## src/rtl/core/nand_page_read_sequencer_macros.svh

```systemverilog
// Assertion macros for the NAND page read sequencer.
// Expects clk and rst_n in the scope of the module that uses them.
`ifndef NAND_PAGE_READ_SEQUENCER_MACROS_SVH
`define NAND_PAGE_READ_SEQUENCER_MACROS_SVH

// Clocked property, disabled while reset is asserted.
`define NPRS_ASSERT(label, prop, msg) \
    label: assert property (@(posedge clk) disable iff (!rst_n) (prop)) else $error(msg);

// Condition that must never be true at a clock edge.
`define NPRS_NEVER(label, expr, msg) \
    `NPRS_ASSERT(label, !(expr), msg)

`endif

```

## src/rtl/core/nprs_pkg.sv

```systemverilog
// Package for the NAND page read sequencer: opcodes, phases, command bytes
// and the result entry type. No dependencies.
`timescale 1ns / 1ps

package nprs_pkg;

    localparam int MAX_RESULTS = 8;
    localparam int CNT_W       = $clog2(MAX_RESULTS + 1);
    localparam int IDX_W       = $clog2(MAX_RESULTS);

    typedef enum logic [1:0] {
        CMD_START = 2'd0,
        CMD_READY = 2'd1,
        CMD_DATA  = 2'd2
    } cmd_t;

    typedef enum logic [2:0] {
        OP_ENABLE  = 3'd0,
        OP_DISABLE = 3'd1,
        OP_COMMAND = 3'd2,
        OP_ADDRESS = 3'd3,
        OP_READ    = 3'd4,
        OP_STORE   = 3'd5,
        OP_DONE    = 3'd6
    } op_t;

    typedef enum logic [1:0] {
        PH_IDLE       = 2'd0,
        PH_WAIT_RESET = 2'd1,
        PH_WAIT_PAGE  = 2'd2,
        PH_READING    = 2'd3
    } phase_t;

    localparam logic [7:0] NAND_CMD_RESET     = 8'hFF;
    localparam logic [7:0] NAND_CMD_READ      = 8'h00;
    localparam logic [7:0] NAND_CMD_READ_CONF = 8'h30;

    typedef struct packed {
        op_t        op;
        logic [7:0] val;
    } ent_t;

    localparam ent_t ENT_NONE = '{op: OP_ENABLE, val: 8'h00};

endpackage

```

## src/rtl/core/nand_page_read_sequencer.sv

```systemverilog
// NAND large-page read sequencer: turns start, ready and data beats into a
// stream of flash bus operations. Depends on nprs_pkg and the macro header.
//
// Each accepted input beat is decoded in one pass into a burst of zero to
// eight result beats (enable/reset, page addressing, read command plus read
// request, store plus next read request, disable/done), held in an
// eight-entry burst register that drains one result beat per cycle while
// result_stall is low. A new input beat is taken in the same cycle as the
// last pending result leaves. A data byte normally yields two results
// (store and read request), a page change eight. The single result port
// sets the input rate. PAGE_BYTES must be a power of two; column is its low
// address bits, page the bits above, of which the low 24 are sent.
`timescale 1ns / 1ps
`include "nand_page_read_sequencer_macros.svh"

module nand_page_read_sequencer
    import nprs_pkg::*;
#(
    parameter int PAGE_BYTES = 2048
) (
    input  logic        clk,
    input  logic        rst_n,

    input  logic        item_valid,
    output logic        item_stall,
    input  logic [1:0]  cmd,
    input  logic [31:0] start_address,
    input  logic [31:0] transfer_length,
    input  logic        ready_pin,
    input  logic [7:0]  flash_byte,

    output logic        result_valid,
    input  logic        result_stall,
    output logic [2:0]  operation,
    output logic [7:0]  bus_value,
    output logic [31:0] dest_offset,
    output logic        last
);

    localparam int PAGE_BITS = $clog2(PAGE_BYTES);

    phase_t             phase_reg,   phase_next;
    logic [31:0]        addr_reg,    addr_next;
    logic [31:0]        done_reg,    done_next;
    logic [31:0]        total_reg,   total_next;

    ent_t               ent_reg [MAX_RESULTS];
    logic [31:0]        off_reg;
    logic [CNT_W-1:0]   cnt_reg;

    ent_t               lst     [MAX_RESULTS];
    ent_t               pg      [7];
    logic [CNT_W-1:0]   lst_n;
    logic [31:0]        lst_off;

    logic               item_acc;
    logic               result_acc;
    logic [31:0]        addr_inc;
    logic [31:0]        done_inc;
    logic [31:0]        addr_src;
    logic [15:0]        col;
    logic [31:0]        page;
    logic               page_end;

    assign item_stall   = (cnt_reg > CNT_W'(1)) || (cnt_reg == CNT_W'(1) && result_stall);
    assign item_acc     = item_valid && !item_stall;
    assign result_valid = (cnt_reg != '0);
    assign result_acc   = result_valid && !result_stall;

    assign operation    = ent_reg[0].op;
    assign bus_value    = ent_reg[0].val;
    assign dest_offset  = off_reg;
    assign last         = (cnt_reg == CNT_W'(1));

    assign addr_inc = addr_reg + 32'd1;
    assign done_inc = done_reg + 32'd1;
    assign page_end = (addr_inc[PAGE_BITS-1:0] == '0);
    assign addr_src = (phase_reg == PH_READING) ? addr_inc : addr_reg;
    assign col      = 16'(addr_src[PAGE_BITS-1:0]);
    assign page     = addr_src >> PAGE_BITS;

    always_comb
    begin
        pg[0] = '{op: OP_COMMAND, val: NAND_CMD_READ};
        pg[1] = '{op: OP_ADDRESS, val: col[7:0]};
        pg[2] = '{op: OP_ADDRESS, val: col[15:8]};
        pg[3] = '{op: OP_ADDRESS, val: page[7:0]};
        pg[4] = '{op: OP_ADDRESS, val: page[15:8]};
        pg[5] = '{op: OP_ADDRESS, val: page[23:16]};
        pg[6] = '{op: OP_COMMAND, val: NAND_CMD_READ_CONF};
    end

    always_comb
    begin
        for (int i = 0; i < MAX_RESULTS; i++)
        begin
            lst[i] = ENT_NONE;
        end
        lst_n      = '0;
        lst_off    = '0;
        phase_next = phase_reg;
        addr_next  = addr_reg;
        done_next  = done_reg;
        total_next = total_reg;

        unique case (cmd)
            CMD_START:
            begin
                if (phase_reg == PH_IDLE)
                begin
                    addr_next  = start_address;
                    total_next = transfer_length;
                    done_next  = '0;
                    lst[0]     = '{op: OP_ENABLE, val: 8'h00};
                    lst[1]     = '{op: OP_COMMAND, val: NAND_CMD_RESET};
                    lst_n      = CNT_W'(2);
                    phase_next = PH_WAIT_RESET;
                end
            end
            CMD_READY:
            begin
                if (ready_pin && phase_reg == PH_WAIT_RESET)
                begin
                    if (done_reg == total_reg)
                    begin
                        lst[0]     = '{op: OP_DISABLE, val: 8'h00};
                        lst[1]     = '{op: OP_DONE, val: 8'h00};
                        lst_n      = CNT_W'(2);
                        phase_next = PH_IDLE;
                    end
                    else
                    begin
                        for (int i = 0; i < 7; i++)
                        begin
                            lst[i] = pg[i];
                        end
                        lst_n      = CNT_W'(7);
                        phase_next = PH_WAIT_PAGE;
                    end
                end
                else if (ready_pin && phase_reg == PH_WAIT_PAGE)
                begin
                    lst[0]     = '{op: OP_COMMAND, val: NAND_CMD_READ};
                    lst[1]     = '{op: OP_READ, val: 8'h00};
                    lst_n      = CNT_W'(2);
                    phase_next = PH_READING;
                end
            end
            CMD_DATA:
            begin
                if (phase_reg == PH_READING)
                begin
                    lst[0]    = '{op: OP_STORE, val: flash_byte};
                    lst_off   = done_reg;
                    done_next = done_inc;
                    addr_next = addr_inc;
                    if (done_inc == total_reg)
                    begin
                        lst[1]     = '{op: OP_DISABLE, val: 8'h00};
                        lst[2]     = '{op: OP_DONE, val: 8'h00};
                        lst_n      = CNT_W'(3);
                        phase_next = PH_IDLE;
                    end
                    else if (page_end)
                    begin
                        for (int i = 0; i < 7; i++)
                        begin
                            lst[i + 1] = pg[i];
                        end
                        lst_n      = CNT_W'(8);
                        phase_next = PH_WAIT_PAGE;
                    end
                    else
                    begin
                        lst[1] = '{op: OP_READ, val: 8'h00};
                        lst_n  = CNT_W'(2);
                    end
                end
            end
            default:
            begin
            end
        endcase
    end

    always_ff @(posedge clk or negedge rst_n)
    begin
        if (!rst_n)
        begin
            phase_reg <= PH_IDLE;
            addr_reg  <= '0;
            done_reg  <= '0;
            total_reg <= '0;
            cnt_reg   <= '0;
        end
        else
        begin
            if (item_acc)
            begin
                phase_reg <= phase_next;
                addr_reg  <= addr_next;
                done_reg  <= done_next;
                total_reg <= total_next;
                cnt_reg   <= lst_n;
            end
            else if (result_acc)
            begin
                cnt_reg <= cnt_reg - CNT_W'(1);
            end
        end
    end

    always_ff @(posedge clk)
    begin
        if (item_acc)
        begin
            for (int i = 0; i < MAX_RESULTS; i++)
            begin
                ent_reg[i] <= lst[i];
            end
            off_reg <= lst_off;
        end
        else if (result_acc)
        begin
            for (int i = 0; i < MAX_RESULTS - 1; i++)
            begin
                ent_reg[i] <= ent_reg[i + 1];
            end
            ent_reg[MAX_RESULTS - 1] <= ENT_NONE;
            off_reg                  <= '0;
        end
    end

    `NPRS_NEVER(a_cnt_range, cnt_reg > CNT_W'(MAX_RESULTS), "burst count out of range")
    `NPRS_ASSERT(a_no_overrun, item_acc |-> cnt_reg <= CNT_W'(1), "beat taken over a pending burst")
    `NPRS_ASSERT(a_store_first, item_acc && cmd == CMD_DATA && phase_reg == PH_READING |=> result_valid && ent_reg[0].op == OP_STORE, "data beat did not lead with a store")
    `NPRS_ASSERT(a_done_last, result_valid && ent_reg[0].op == OP_DONE |-> last, "done is not the last result")

endmodule

```

## config.mk

```make
export PLATFORM = sky130hd
export DESIGN_NAME = nand_page_read_sequencer
export DESIGN_NICKNAME = d
export VERILOG_FILES = /design/src/rtl/core/nprs_pkg.sv /design/src/rtl/core/nand_page_read_sequencer.sv
export VERILOG_INCLUDE_DIRS = /design/src /design/src/rtl/core
export SDC_FILE = /design/constraint.sdc
export NUM_CORES = 1
export LEC_CHECK = 0
export ABC_AREA = 1
export BUFFER_PORTS_ARGS = -buffer_cell sky130_fd_sc_hd__clkbuf_2
export CORE_MARGIN = 5
export CORE_UTILIZATION = 45
export DETAILED_ROUTE_END_ITERATION = 16
export GPL_TIMING_DRIVEN = 0
export PLACE_DENSITY = 0.65
export SYNTH_ARGS = -nofsm -noshare
export SYNTH_HDL_FRONTEND = slang
export SYNTH_SLANG_ARGS = --single-unit
export TNS_END_PERCENT = 1
```

## constraint.sdc

```tcl
create_clock -name clk -period 9.57 [get_ports clk]
set_input_delay 0.4785 -clock clk [delete_from_list [all_inputs] [get_ports clk]]
set_output_delay 0.4785 -clock clk [all_outputs]
set_load 0.01 [all_outputs]
```

==> results.md, run 1 <==
CTS:
- The CTS root buffer is sky130_fd_sc_hd__clkbuf_16.
- The buffer levels on the longest clock path is 3.
- The clock buffer count from CTS is 23.
- The clock drives 206 sinks.
- The count of instances resized after the clock tree is built is 0.
- The deepest level of the CTS H-tree is 1.
- The post-CTS setup buffer count is 0.
- The clock-pin slew on the worst setup and hold paths is 0.07 ns.
- Clock latency on the worst-skew pair, taken at its later pin, is 0.53 ns.
- The hold buffer count at CTS is 0.
- The clock tree from TritonCTS is built.

Worst hold path:
- The class of the tightest hold or removal check is input pin to async pin.

Synthesis:
- Synthesis produced a netlist with a net count of 1481.
- After technology mapping, the gate count stands at 1393.
- After synthesis, the netlist uses 48 different library cells.
- After synthesis the cells add up to 11600 µm².
- The dominant synthesized flop cell is sky130_fd_sc_hd__edfxtp_1.
- A synthesized cell averages 8.36 µm².
- The count of flip-flops with a built-in enable after synthesis is 104.
- The async set or reset register ratio after synthesis is 0.495.
- For this run, the number of Yosys warnings is 0.
- The number of flip-flops and latches in the synthesized netlist is 206.
- Of the synthesized area, sequential elements account for 0.487.

Floorplan:
- The initial utilization of the core area, before any placement, comes to 0.460.
- After floorplanning, the core was sized to cover 25300 µm².
- The floorplan step set the die width to 171 µm.
- The total die area is 29200 µm².
- The vertical die dimension is 171 µm.
- The number of standard-cell rows in the floorplan is 58.
- 125 I/O pins were placed.

Drt:
- Once detail routing completed, the nets flagged for antenna violations numbered 0.
- The count of unresolved DRC violations after routing is 0.
- After detailed routing, the number of vias per cell comes to 5.42.
- In the final routed layout, each cell accounts on average for 18.6 µm.
- For this block, the via count after detailed routing is 10244.
- The detailed-router iteration count before antenna repair is 5.
- For this block, the initial DRC count from the detailed router was 996.
- The total wirelength of the detailed-routed design is 35200 µm.

Critical path:
- The data required time of the critical path is 9.78 ns.
- The number of cells on the worst reg-to-reg path is 10.
- STA puts the critical path data arrival time at 3.88 ns.
- The critical path is of the register to register type.
- The maximum fanout count along the critical path is 10.
- The kind of start point of the critical path is a register.
- The most critical setup path has its endpoint at ent_reg[0][24].
- The worst setup slack for register-to-register paths is 5.90 ns.
- The worst setup path startpoint is done_reg[21].
- The startpoint of the worst-slack reg-to-reg timing path is done_reg[21].
- STA classifies the critical path endpoint as a register.
- The worst register-to-register path ends at ent_reg[0][24].

STA:
- The worst clock skew on the final layout is 0.0182 ns.
- The final count of hold timing violations is 0.
- The accumulated negative setup slack is 0 ns.
- Setup repair after global routing left no endpoint under its margin.
- The final cycle utilization of the critical path is 0.384.
- The maximum operating frequency is 0.272 GHz.
- The shortest clock period the worst path allows after layout is 3.67 ns.
- The slew at the pin closest to its max-slew limit is 0.892 ns.
- The total count of max-transition violations in the final report was 0.
- The setup violation total in the final timing report is 0.
- The worst slew slack as a fraction of its limit is 0.405.

Placed design:
- The placer's final routability congestion estimate is 0.971.
- The number of buffers inserted by port buffering is 124.
- The HPWL after detailed placement is 26800 µm.
- The area after detailed placement is 12700 µm².

Global route:
- The total global-route track usage is 0.239.
- The initial antenna violation count is 0.
- The wire length of the first global-routing pass is 54400 µm.
- The via count of the first global-routing pass is 9720.
- Summed over all layers, the global routing overflow is 0.
- The largest net degree at the start of global routing is 103.

Cells and area:
- The number of diodes added for antenna fixing is 0.
- In the final layout, the share of cells above drive strength 1 is 0.159.
- In the final layout, flip-flops and latches occupy 5680 µm².
- The post-layout net count is 1631.
- Summing all multi-input logic gate instances after layout gives 5120 µm².
- The final core area utilization is 0.529.
- From synthesis to final layout, the design area changed by 15.0%.
- Summing all non-filler instances in the final layout gives an area of 13400 µm².
- The layout has 2434 filler cells.
- The register with the most flip-flops in the layout has 72 of them.

Power:
- In this run the power spent charging and discharging nets is 1.27 mW.
- In this run the power density over the cells is 246 nW/µm².
- Of the total power, the share spent switching nets is 0.386.
- Of the total power, combinational logic draws 0.331.
- VDD sags by at most 0.125 mV.
- The portion of total power attributed to the clock network is 0.249.
- The total power is 3.30 mW.
- The share of total power dissipated in sequential elements is 0.420.
- The internal portion of the total power is 2.02 mW.
- The leakage power is 5.96 nW.

Job:
- The tool flagged a number of max-cap violations equal to 0.

Status:
- The run finished with clean final reports.
## power groups by stage
stage / sequential (mW) / clock (mW) / combinational (mW)
3_3_place_gp: 1.40 / 0 / 1.05
6_report: 1.39 / 0.821 / 1.09
2_1_floorplan: 1.35 / 0 / 0.769
4_1_cts: 1.38 / 0.834 / 1.07
5_1_grt: 1.41 / 0.871 / 1.21
3_5_place_dp: 1.39 / 0 / 1.07
## per-layer routing
| metal | part of all wire | global-route usage | vias up |
|---|---|---|---|
| met5 | 0 | 0 | - |
| met4 | 0.020 | 0.0517 | 0 |
| met3 | 0.099 | 0.0457 | 50 |
| met2 | 0.42 | 0.356 | 462 |
| met1 | 0.46 | 0.364 | 4821 |
| li1 | - | - | 4911 |
## critical path: stages (launching register included)
cell and delay [ns]:
sky130_fd_sc_hd__dfrtp_1 0.50, sky130_fd_sc_hd__xnor2_1 0.52, sky130_fd_sc_hd__nand3_1 0.13, sky130_fd_sc_hd__nor4_1 0.61, sky130_fd_sc_hd__and2_1 0.26, sky130_fd_sc_hd__nand2_1 0.09
sky130_fd_sc_hd__nand2_1 0.34, sky130_fd_sc_hd__nor2_4 0.10, sky130_fd_sc_hd__inv_2 0.07, sky130_fd_sc_hd__clkbuf_1 0.46, sky130_fd_sc_hd__o21ai_0 0.28
## per-stage QoR
stage	hold slack [ns]	cells	worst slack (ns)
CTS	0.117	1890	6.08
finish	0.0651	1890	5.90
global route	0.138	1890	5.63
detailed placement	0.487	1848	6.09
floorplan	0.183	1393	5.67
global placement	0.478	1847	4.62
## worst min-delay path by stage
stage                         end  slack, ns  cells after the start
floorplan             addr_reg[0]       0.18                      0
global placement    total_reg[16]       0.48                      2
detailed placement  total_reg[14]       0.49                      2
CTS                 total_reg[11]       0.12                      1
global route         total_reg[9]       0.14                      1
finish              total_reg[11]       0.07                      1
## cell usage after synthesis, types with 16 or more instances
cell type | instances | area, µm²
sky130_fd_sc_hd__nand2_1 | 345 | 1290
sky130_fd_sc_hd__nand3_1 | 72 | 360
sky130_fd_sc_hd__nand4_1 | 24 | 150
sky130_fd_sc_hd__xor2_1 | 36 | 315
sky130_fd_sc_hd__clkbuf_1 | 25 | 93.8
sky130_fd_sc_hd__o22ai_1 | 23 | 144
sky130_fd_sc_hd__inv_1 | 146 | 548
sky130_fd_sc_hd__a21oi_1 | 34 | 170
sky130_fd_sc_hd__nand2_2 | 17 | 106
sky130_fd_sc_hd__dfrtp_1 | 102 | 2550
sky130_fd_sc_hd__nor2_1 | 153 | 574
sky130_fd_sc_hd__o21ai_0 | 82 | 410
sky130_fd_sc_hd__nor3_1 | 22 | 110
sky130_fd_sc_hd__edfxtp_1 | 104 | 3120
sky130_fd_sc_hd__a22oi_1 | 16 | 120
sky130_fd_sc_hd__xnor2_1 | 34 | 298
## layout by cell type, fill, tap and decap left out, types with 10 or more instances in the layout
cell,instances
sky130_fd_sc_hd__a21oi_1,34
sky130_fd_sc_hd__a22oi_1,16
sky130_fd_sc_hd__buf_4,12
sky130_fd_sc_hd__clkbuf_1,32
sky130_fd_sc_hd__clkbuf_16,23
sky130_fd_sc_hd__clkbuf_2,123
sky130_fd_sc_hd__dfrtp_1,102
sky130_fd_sc_hd__edfxtp_1,104
sky130_fd_sc_hd__inv_1,145
sky130_fd_sc_hd__inv_2,10
sky130_fd_sc_hd__nand2_1,345
sky130_fd_sc_hd__nand2_2,17
sky130_fd_sc_hd__nand3_1,72
sky130_fd_sc_hd__nand4_1,24
sky130_fd_sc_hd__nor2_1,153
sky130_fd_sc_hd__nor2_2,10
sky130_fd_sc_hd__nor2_4,13
sky130_fd_sc_hd__nor3_1,22
sky130_fd_sc_hd__nor4_1,10
sky130_fd_sc_hd__o211ai_1,12
sky130_fd_sc_hd__o21ai_0,82
sky130_fd_sc_hd__o22ai_1,23
sky130_fd_sc_hd__xnor2_1,34
sky130_fd_sc_hd__xor2_1,36
## logic make-up after synthesis
group / count (synthesis) / share of synthesized area
adders and majority gates: 9 / 0.00967
and+or+nand+nor: 695 / 0.272
buffers and inverters: 209 / 0.0732
AOI/OAI and AO/OA: 203 / 0.104
DFF: 206 / 0.487
muxes: 1 / 0.000860
xor gates and xnor gates: 70 / 0.0526
## cell type report
class	instances	area share
inverters	160	0.0454
plain buffers	49	0.0184
clock inverters	11	0.00476
multi-input cells	978	0.382
repair buffers	125	0.0490
clock buffers	31	0.0460
well taps	330	0.0308
flip-flops and latches	206	0.424
Note: power is estimated with default switching activity, not from simulation.
==> inputs of run 2 (changes only) <==
--- a/config.mk
+++ b/config.mk
@@ -6,13 +6,13 @@
 export SDC_FILE = /design/constraint.sdc
 export NUM_CORES = 1
 export LEC_CHECK = 0
-export ABC_AREA = 1
+export ABC_AREA = 0
 export BUFFER_PORTS_ARGS = -buffer_cell sky130_fd_sc_hd__clkbuf_2
 export CORE_MARGIN = 5
 export CORE_UTILIZATION = 45
 export DETAILED_ROUTE_END_ITERATION = 16
 export GPL_TIMING_DRIVEN = 0
-export PLACE_DENSITY = 0.65
+export PLACE_DENSITY = 0.67
 export SYNTH_ARGS = -nofsm -noshare
 export SYNTH_HDL_FRONTEND = slang
 export SYNTH_SLANG_ARGS = --single-unit
==> constraint.sdc (replaced) <==
create_clock -name clk -period 3 [get_ports clk]
set_input_delay 0.15 -clock clk [delete_from_list [all_inputs] [get_ports clk]]
set_output_delay 0.15 -clock clk [all_outputs]
set_load 0.01 [all_outputs]
==> run 2 against run 1 <==
The run now ends with negative setup slack left. Fmax up 12%. Critical path depth increased by 2. Die area down 3.5%. Count of clock-buffer cells in the layout stayed put. Critical path type unchanged. Highest routed layer unchanged. Register-to-register slack worse by 6.2 ns.
==> results.md, run 2 <==
STA:
- After layout, the minimum clock period comes to 3.29 ns.
- The final cycle utilization of the critical path is 1.10.
- Headroom to the max-slew limit came out at 0.278.
- The total count of max-transition violations in the final report is 0.
- Across the routed clock network, the largest skew measured is 0.0119 ns.
- Setup repair after global routing could not meet its margin everywhere.
- The slew at the pin closest to its max-slew limit is 1.07 ns.
- The setup violation total in the final timing report is 43.
- The setup slack of the critical path after layout is -0.287 ns.
- The final count of hold timing violations is 0.
- The maximum operating frequency is 0.304 GHz.

CTS:
- The total clock sinks is 206.
- The buffer levels on the longest clock path is 3.
- TritonCTS built the clock tree.
- The clock-pin slew on the worst setup and hold paths is 0.06 ns.
- The tree is rooted in a sky130_fd_sc_hd__clkbuf_16.
- Clock latency on the worst-skew pair, taken at its later pin, is 0.52 ns.
- CTS built an H-tree with a depth of 1.
- The clock buffer count from CTS is 23.

Critical path:
- The cell repeated most along the worst path is sky130_fd_sc_hd__o21ai_0.
- Traced cell by cell, the critical path runs through buf_6 > nand3_4 > nor4_4 > buf_4 > nand3_1 > o21ai_0 > o21ai_0 > a211o_1 > o21a_4 > nand4_4 > buf_12 > o221ai_1.
- In this run the worst path has a maximum fanout of 9.
- The sort of element at the end of the critical path is a register.
- The cell type of the slowest stage on the worst timing path is sky130_fd_sc_hd__dfrtp_2.
- The kind of start point of the critical path is a register.
- The data required time of the critical path is 3.23 ns.
- The kind of critical path is register to register.
- The largest single stage delay on the critical path is 0.40 ns.
- STA puts the critical path data arrival time at 3.52 ns.

Cells and area:
- The number of diodes added for antenna fixing is 0.
- Relative to the synthesized area, the layout overhead comes to 29.3%.
- The post-layout net count is 1428.
- In the layout the commonest cells are sky130_fd_sc_hd__clkbuf_2, sky130_fd_sc_hd__nand2_1, sky130_fd_sc_hd__edfxtp_1, sky130_fd_sc_hd__dfrtp_1, sky130_fd_sc_hd__o21ai_0.
- The register with the most flip-flops in the layout has 72 of them.
- The most frequent standard cell in the layout excluding fill and tap cells is sky130_fd_sc_hd__clkbuf_2.
- The fraction of final layout cells sized beyond drive strength 1 is 0.263.
- Fill cells in the final layout number 2068.

Synthesis:
- The number of unique standard cell types used by synthesis is 74.
- The number of flip-flops and latches in the synthesized netlist is 206.
- Yosys mapped a number of flops with a built-in enable equal to 104.
- The Yosys warning count is 0.
- The portion of the post-synthesis area used by sequential elements is 0.506.
- In this run the mean area of a mapped cell was 10.3 µm².
- The leading cell type by number of instances after synthesis is sky130_fd_sc_hd__nand2_1.
- The synthesized net count is 1177.
- The synthesized instance count is 1089.
- The cell accounting for the most synthesized area is sky130_fd_sc_hd__edfxtp_1.
- The mapped netlist covers 11200 µm².
- After synthesis, the cell types taking the most area are sky130_fd_sc_hd__edfxtp_1, sky130_fd_sc_hd__dfrtp_1, sky130_fd_sc_hd__nand2_1, sky130_fd_sc_hd__xnor2_1, sky130_fd_sc_hd__o21ai_0.
- The share of the synthesized area in the top cell type is 0.279.
- The async set or reset register ratio after synthesis is 0.495.
- The commonest cells after synthesis are sky130_fd_sc_hd__nand2_1, sky130_fd_sc_hd__edfxtp_1, sky130_fd_sc_hd__dfrtp_1.
- The dominant synthesized flop cell is sky130_fd_sc_hd__edfxtp_1.

Power:
- The worst ir drop on vdd is 0.443 mV.
- The total power is 11.2 mW.
- The leakage power is 6.03 nW.
- The cell area power density is 773 nW/µm².

Placed design:
- The HPWL after detailed placement is 23400 µm.
- The number of buffers inserted by port buffering is 124.
- The worst setup slack after placement is -0.963 ns.
- The placer's final routability congestion estimate is 0.931.

Global route:
- The first global-routing pass estimated 53000 µm of wire.
- The via count of the first global-routing pass came to 9505.
- The most utilized layer in the global route result is met2.
- For this run, the total global-route usage over all layers was measured as 0.234.
- Entering global routing, the biggest net connects 103 pins.
- The met1 global-route usage is 0.331.
- The met3 usage is 0.0485.
- For met2 alone, demand over resource in global routing was 0.369.
- After global routing the overflow that remains totals 0.
- The initial antenna violation count is 0.

Drt:
- The iteration-0 DRC count of the detailed router is 1002.
- The final route contains 9714 vias.
- The count of unresolved DRC violations after routing is 0.
- Once detail routing completed, the nets flagged for antenna violations numbered 0.
- For this run, the detailed router's first-pass iteration total came to 5.
- In the routed layout, each cell is associated on average with a via count of 5.78.
- After detailed routing, the average wire length per cell comes to 20.2 µm.
- Wires add up to 34000 µm.

Floorplan:
- In this run the count of I/O pins placed on the die edge is 125.
- The total die area is 28200 µm².
- The die extent in x is 168 µm.
- The initial utilization of the core area, before any placement, comes to 0.460.
- The core region is 24400 µm².
- The number of standard-cell rows in the floorplan is 57.
- The vertical die dimension is 168 µm.

Status:
- The checks that failed: negative setup slack.
- The run finished, with violations left.

Job:
- The total of max-cap violations is 0.

Worst hold path:
- The class of the tightest hold or removal check is input pin to register.
[run 2: cell types whose count changed in the layout (fill, tap and decap cells not counted), moves of 36 or more]
| cell | delta |
|---|---|
| sky130_fd_sc_hd__nand2_1 | -233 |
| sky130_fd_sc_hd__inv_1 | -127 |
| sky130_fd_sc_hd__nor2_1 | -89 |
| sky130_fd_sc_hd__dlygate4sd3_1 | +70 |
| sky130_fd_sc_hd__nand3_1 | -47 |
| sky130_fd_sc_hd__and3_1 | +37 |
| sky130_fd_sc_hd__buf_4 | +37 |
| sky130_fd_sc_hd__mux2_2 | +36 |
[run 2: area by class of cell]
type                    count  area, µm²  area share
clock buffers              31        646      0.0445
multi-input cells         778       5490       0.378
plain buffers              78        430      0.0297
flip-flops and latches    206       5690       0.392
clock inverters            10       77.6     0.00535
inverters                  19       71.3     0.00492
repair buffers            234       1690       0.117
well taps                 324        405      0.0280
[run 2: worst max-delay path: cells and delay by family, from the launching register on]
kind	cells	cell delay [ns]
AOI/OAI and AO/OA	5	1.32
buffers and inverters	3	0.53
and+or+nand+nor	4	0.75
DFF	1	0.40
[run 2: cell families (layout without fill, tap and decap cells)]
kind of cell,count (synthesis),count (layout),share of synthesized area
buffers and inverters,105,372,0.0424
multiplexers,47,47,0.0460
adder cells (fa/ha/maj),9,9,0.0100
flip-flops,206,206,0.506
AND/OR/NAND/NOR,388,388,0.181
XOR/XNOR,92,92,0.0746
AO/OA/AOI/OAI,242,242,0.140
[run 2: power breakdown]
part           leakage [nW]  switching, mW  total, mW  internal (mW)
sequential             2.38          0.670       4.73           4.06
clock                 0.356           1.14       2.72           1.59
combinational          3.30           2.20       3.75           1.55
total                  6.03           4.00       11.2           7.20
[run 2: layer usage]
layer  vias up  wire length (µm)  share of wire
met5         -                 0              0
met4         0               833          0.025
met3        66              3000          0.088
met2       435             15500           0.46
met1      4699             14600           0.43
li1       4514                 -              -
[run 2: timing repair]
item,4_1_cts,5_1_grt
buffers inserted,35,3
gates cloned,1,0
endpoints found under the setup margin,93,116
endpoints found under the hold margin,171,0
pin swaps,27,10
hold buffers,70,0
gates resized for setup,84,37
[run 2: worst paths after layout]
check                            endpoint  cells after the start  slack [ns]              from
max reg2reg                ent_reg[1][15]                     12       -0.29       done_reg[1]
min in group asynchronous    total_reg[7]                      2        0.32             rst_n
min reg2reg                  done_reg[31]                      1        0.52      done_reg[31]
max in group asynchronous     addr_reg[1]                      2        2.04             rst_n
max                        ent_reg[1][15]                     12       -0.29       done_reg[1]
min                           addr_reg[3]                      3        0.02  start_address[3]
[run 2: per-stage QoR]
stage | utilization | TNS (ns) | instances | hold WS (ns) | cell area [µm²]
5_1_grt | 0.594 | -17.08 | 1680 | 0.0776 | 14500
4_1_cts | 0.588 | -4.71 | 1678 | 0.0104 | 14300
2_1_floorplan | - | -7.69 | 1089 | -0.146 | 11200
3_3_place_gp | 0.502 | -151.72 | 1537 | 0.374 | 12200
6_report | 0.594 | -8.33 | 1680 | 0.0181 | 14500
3_5_place_dp | 0.503 | -65.41 | 1538 | 0.340 | 12300
==> inputs of run 3 (changes only) <==
--- a/config.mk
+++ b/config.mk
@@ -12,7 +12,7 @@
 export CORE_UTILIZATION = 45
 export DETAILED_ROUTE_END_ITERATION = 16
 export GPL_TIMING_DRIVEN = 0
-export PLACE_DENSITY = 0.67
+export PLACE_DENSITY = 0.65
 export SYNTH_ARGS = -nofsm -noshare
 export SYNTH_HDL_FRONTEND = slang
 export SYNTH_SLANG_ARGS = --single-unit
==> constraint.sdc (replaced) <==
create_clock -name clk -period 4.25 [get_ports clk]
set_input_delay 0.2125 -clock clk [delete_from_list [all_inputs] [get_ports clk]]
set_output_delay 0.2125 -clock clk [all_outputs]
set_load 0.005 [all_outputs]
==> run 3 against run 2 <==
The flow finishes with violations (negative hold slack). Largest power group unchanged. Die area unchanged. Largest cell class unchanged. Total power is 31% lower. Core utilization fell by 3.5 points. Via count down 3.0%. Clock skew increased by 0.0032 ns. Final area fell by 5.9%. Setup slack gained 0.31 ns.
==> results.md, run 3 (synthesized netlist as in run 2, its figures left out) <==
Status:
- The run finished, with violations left.
- The checks that failed: negative hold slack.

Placed design:
- The HPWL after detailed placement is 23500 µm.
- Timing analysis after detailed placement gives a worst setup slack of 0.0952 ns.
- Counting tap cells, the placed design contains a total of 1538 instances.
- The number of buffers inserted by port buffering is 124.
- The congestion estimate from routability-driven global placement came to 0.920.
- The area after detailed placement is 12300 µm².

CTS:
- Clock-pin slew was measured on the worst setup and hold paths at 0.06 ns.
- Once the clock tree was built, the setup fixing pass inserted 0 buffers.
- The clock insertion delay at the later pin of the skew report is 0.52 ns.
- The clock buffer count from CTS is 23.
- The CTS root buffer is sky130_fd_sc_hd__clkbuf_16.
- The deepest level of the CTS H-tree is 1.
- TritonCTS built the clock tree.
- The clock drives 206 sinks.
- In this run the deepest clock path goes through 3 buffers.

Drt:
- In the final routed layout, each cell accounts on average for 20.1 µm.
- The total number of vias is 9424.
- After detailed routing, the number of vias per cell comes to 5.75.
- The first routing iteration left 866 violations.
- The total wirelength of the detailed-routed design is 33000 µm.
- Once detail routing completed, the nets flagged for antenna violations numbered 0.
- The detailed-router iteration count before antenna repair is 7.
- The count of unresolved DRC violations after routing is 0.

STA:
- The slew at the pin closest to its max-slew limit is 1.17 ns.
- Across all hold checks on the routed design, the worst slack comes to -0.00634 ns.
- In the final timing run, aggregate negative setup slack is 0 ns.
- The setup slack of the critical path after layout is 0.0252 ns.
- Setup repair after global routing left no endpoint under its margin.
- The total count of max-transition violations in the final report came to 0.
- The worst clock skew on the final layout is 0.0152 ns.
- The worst slew slack as a fraction of its limit is 0.216.
- Dividing the final minimum period by the clock period gives 0.994.
- The shortest clock period the worst path allows after layout is 4.22 ns.
- Based on the critical path, the design can be clocked at up to 0.237 GHz.
- The setup violation total in the final timing report is 0.
- The final count of hold timing violations was 1.

Critical path:
- Walking the worst path, the cells encountered are ha_1 > and4_1 > buf_2 > nand4_1 > or4_1 > nor4_2 > o211ai_1 > a211o_1 > o21a_2 > nand4_4 > buf_8 > o221ai_2.
- The worst setup path is of the register to register kind.
- Counting both buffers and inverters, the worst setup path holds a total of 2.
- The maximum fanout count along the critical path is 10.
- The kind of start point of the critical path is a register.
- The worst setup path is captured at a register.
- At the worst endpoint, the arrival time is 4.46 ns.
- The largest single stage delay on the critical path is 0.73 ns.
- Data on the critical path is required at its endpoint by 4.49 ns.
- On the critical path, the stage with the largest delay is an instance of sky130_fd_sc_hd__or4_1.
- Broken down by cell family, the worst path's largest delay share belongs to simple AND/OR/NAND/NOR gates.

Cells and area:
- The post-route cell area is 13600 µm².
- Leaving out fill and tap cells, the most frequent cell in the layout is sky130_fd_sc_hd__clkbuf_2.
- The number of antenna diodes in the final layout is 0.
- The final core area utilization is 0.559.
- After the flow finishes, the layout carries non-filler instances totaling 1639.
- In the layout the commonest cells are sky130_fd_sc_hd__clkbuf_2, sky130_fd_sc_hd__nand2_1, sky130_fd_sc_hd__edfxtp_1, sky130_fd_sc_hd__dfrtp_1, sky130_fd_sc_hd__o21ai_0.
- The area growth from synthesis to layout is 21.6%.
- The post-layout net count is 1387.
- The flip-flop count of the largest register, all copies and words added is 72.
- In the final layout, the share of cells above drive strength 1 is 0.181.
- The number of filler cells placed in the layout is 2219.

Floorplan:
- The die extent in x is 168 µm.
- The core region is 24400 µm².
- The floorplan step defined a die boundary enclosing 28200 µm².
- The initial utilization of the core area, before any placement, comes to 0.460.
- Pin placement for this block handled 125 I/O pins.
- The floorplan has 57 rows.
- The vertical die dimension is 168 µm.

Global route:
- Entering global routing, the biggest net connects 103 pins.
- The overflow left after global routing is 0.
- The initial antenna violation count is 1.
- The via count of the first global-routing pass is 8998.
- The total global-route track usage is 0.230.
- The wire length of the first global-routing pass is 51800 µm.

Power:
- The total power is 7.69 mW.
- In this run the power density over the cells is 564 nW/µm².
- The leakage power is 5.65 nW.
- Across the VDD grid, the largest voltage drop is 0.296 mV.

Worst hold path:
- The path class of the tightest hold or removal check is input pin to register.

Job:
- The total of max-cap violations is 0.
-- run 3: worst paths after layout --
kind	start	end	slack, ns	cells after the start
max	done_reg[0]	ent_reg[1][7]	0.03	12
min	start_address[12]	addr_reg[12]	-0.006	3
max reg2reg	done_reg[0]	ent_reg[1][7]	0.03	12
min reg2reg	ent_reg[1][9]	ent_reg[0][42]	0.52	2
max in group asynchronous	rst_n	cnt_reg[1]	3.25	2
min in group asynchronous	rst_n	total_reg[8]	0.37	2
-- run 3: final cells by class --
class / instances / area [µm²] / share of cell area
well taps: 324 / 405 / 0.0297
multi-input cells: 778 / 5080 / 0.372
repair buffers: 185 / 1260 / 0.0922
plain buffers: 86 / 404 / 0.0296
clock inverters: 12 / 136 / 0.0100
inverters: 19 / 71.3 / 0.00523
flip-flops and latches: 206 / 5680 / 0.416
clock buffers: 29 / 608 / 0.0446
-- run 3: power by group --
group / total [mW] / leakage (nW) / internal [mW] / switching, mW
registers: 3.28 / 2.40 / 2.86 / 0.418
clock network: 2.00 / 0.361 / 1.19 / 0.811
logic: 2.40 / 2.89 / 0.979 / 1.42
-- run 3: timing repair --
item / 4_1_cts / 5_1_grt
hold buffers: 60 / 0
endpoints found under the setup margin: 0 / 28
hold endpoints to repair: 161 / 0
gates resized for setup: 0 / 2
-- run 3: metal layers --
metal  global-route usage  vias to the layer above  part of all wire  wire length [µm]
li1                     -                     4428                 -                 -
met1                0.344                     4611              0.46             15200
met2                0.350                      327              0.45             14800
met3               0.0406                       56             0.071              2350
met4               0.0529                        2             0.021               697
met5                    0                        -           0.00039                13
-- run 3: worst min-delay path, cell delays in order --
cell                       delay (ns)
sky130_fd_sc_hd__clkbuf_2        0.09
sky130_fd_sc_hd__a22oi_1         0.07
sky130_fd_sc_hd__o21ai_0         0.08
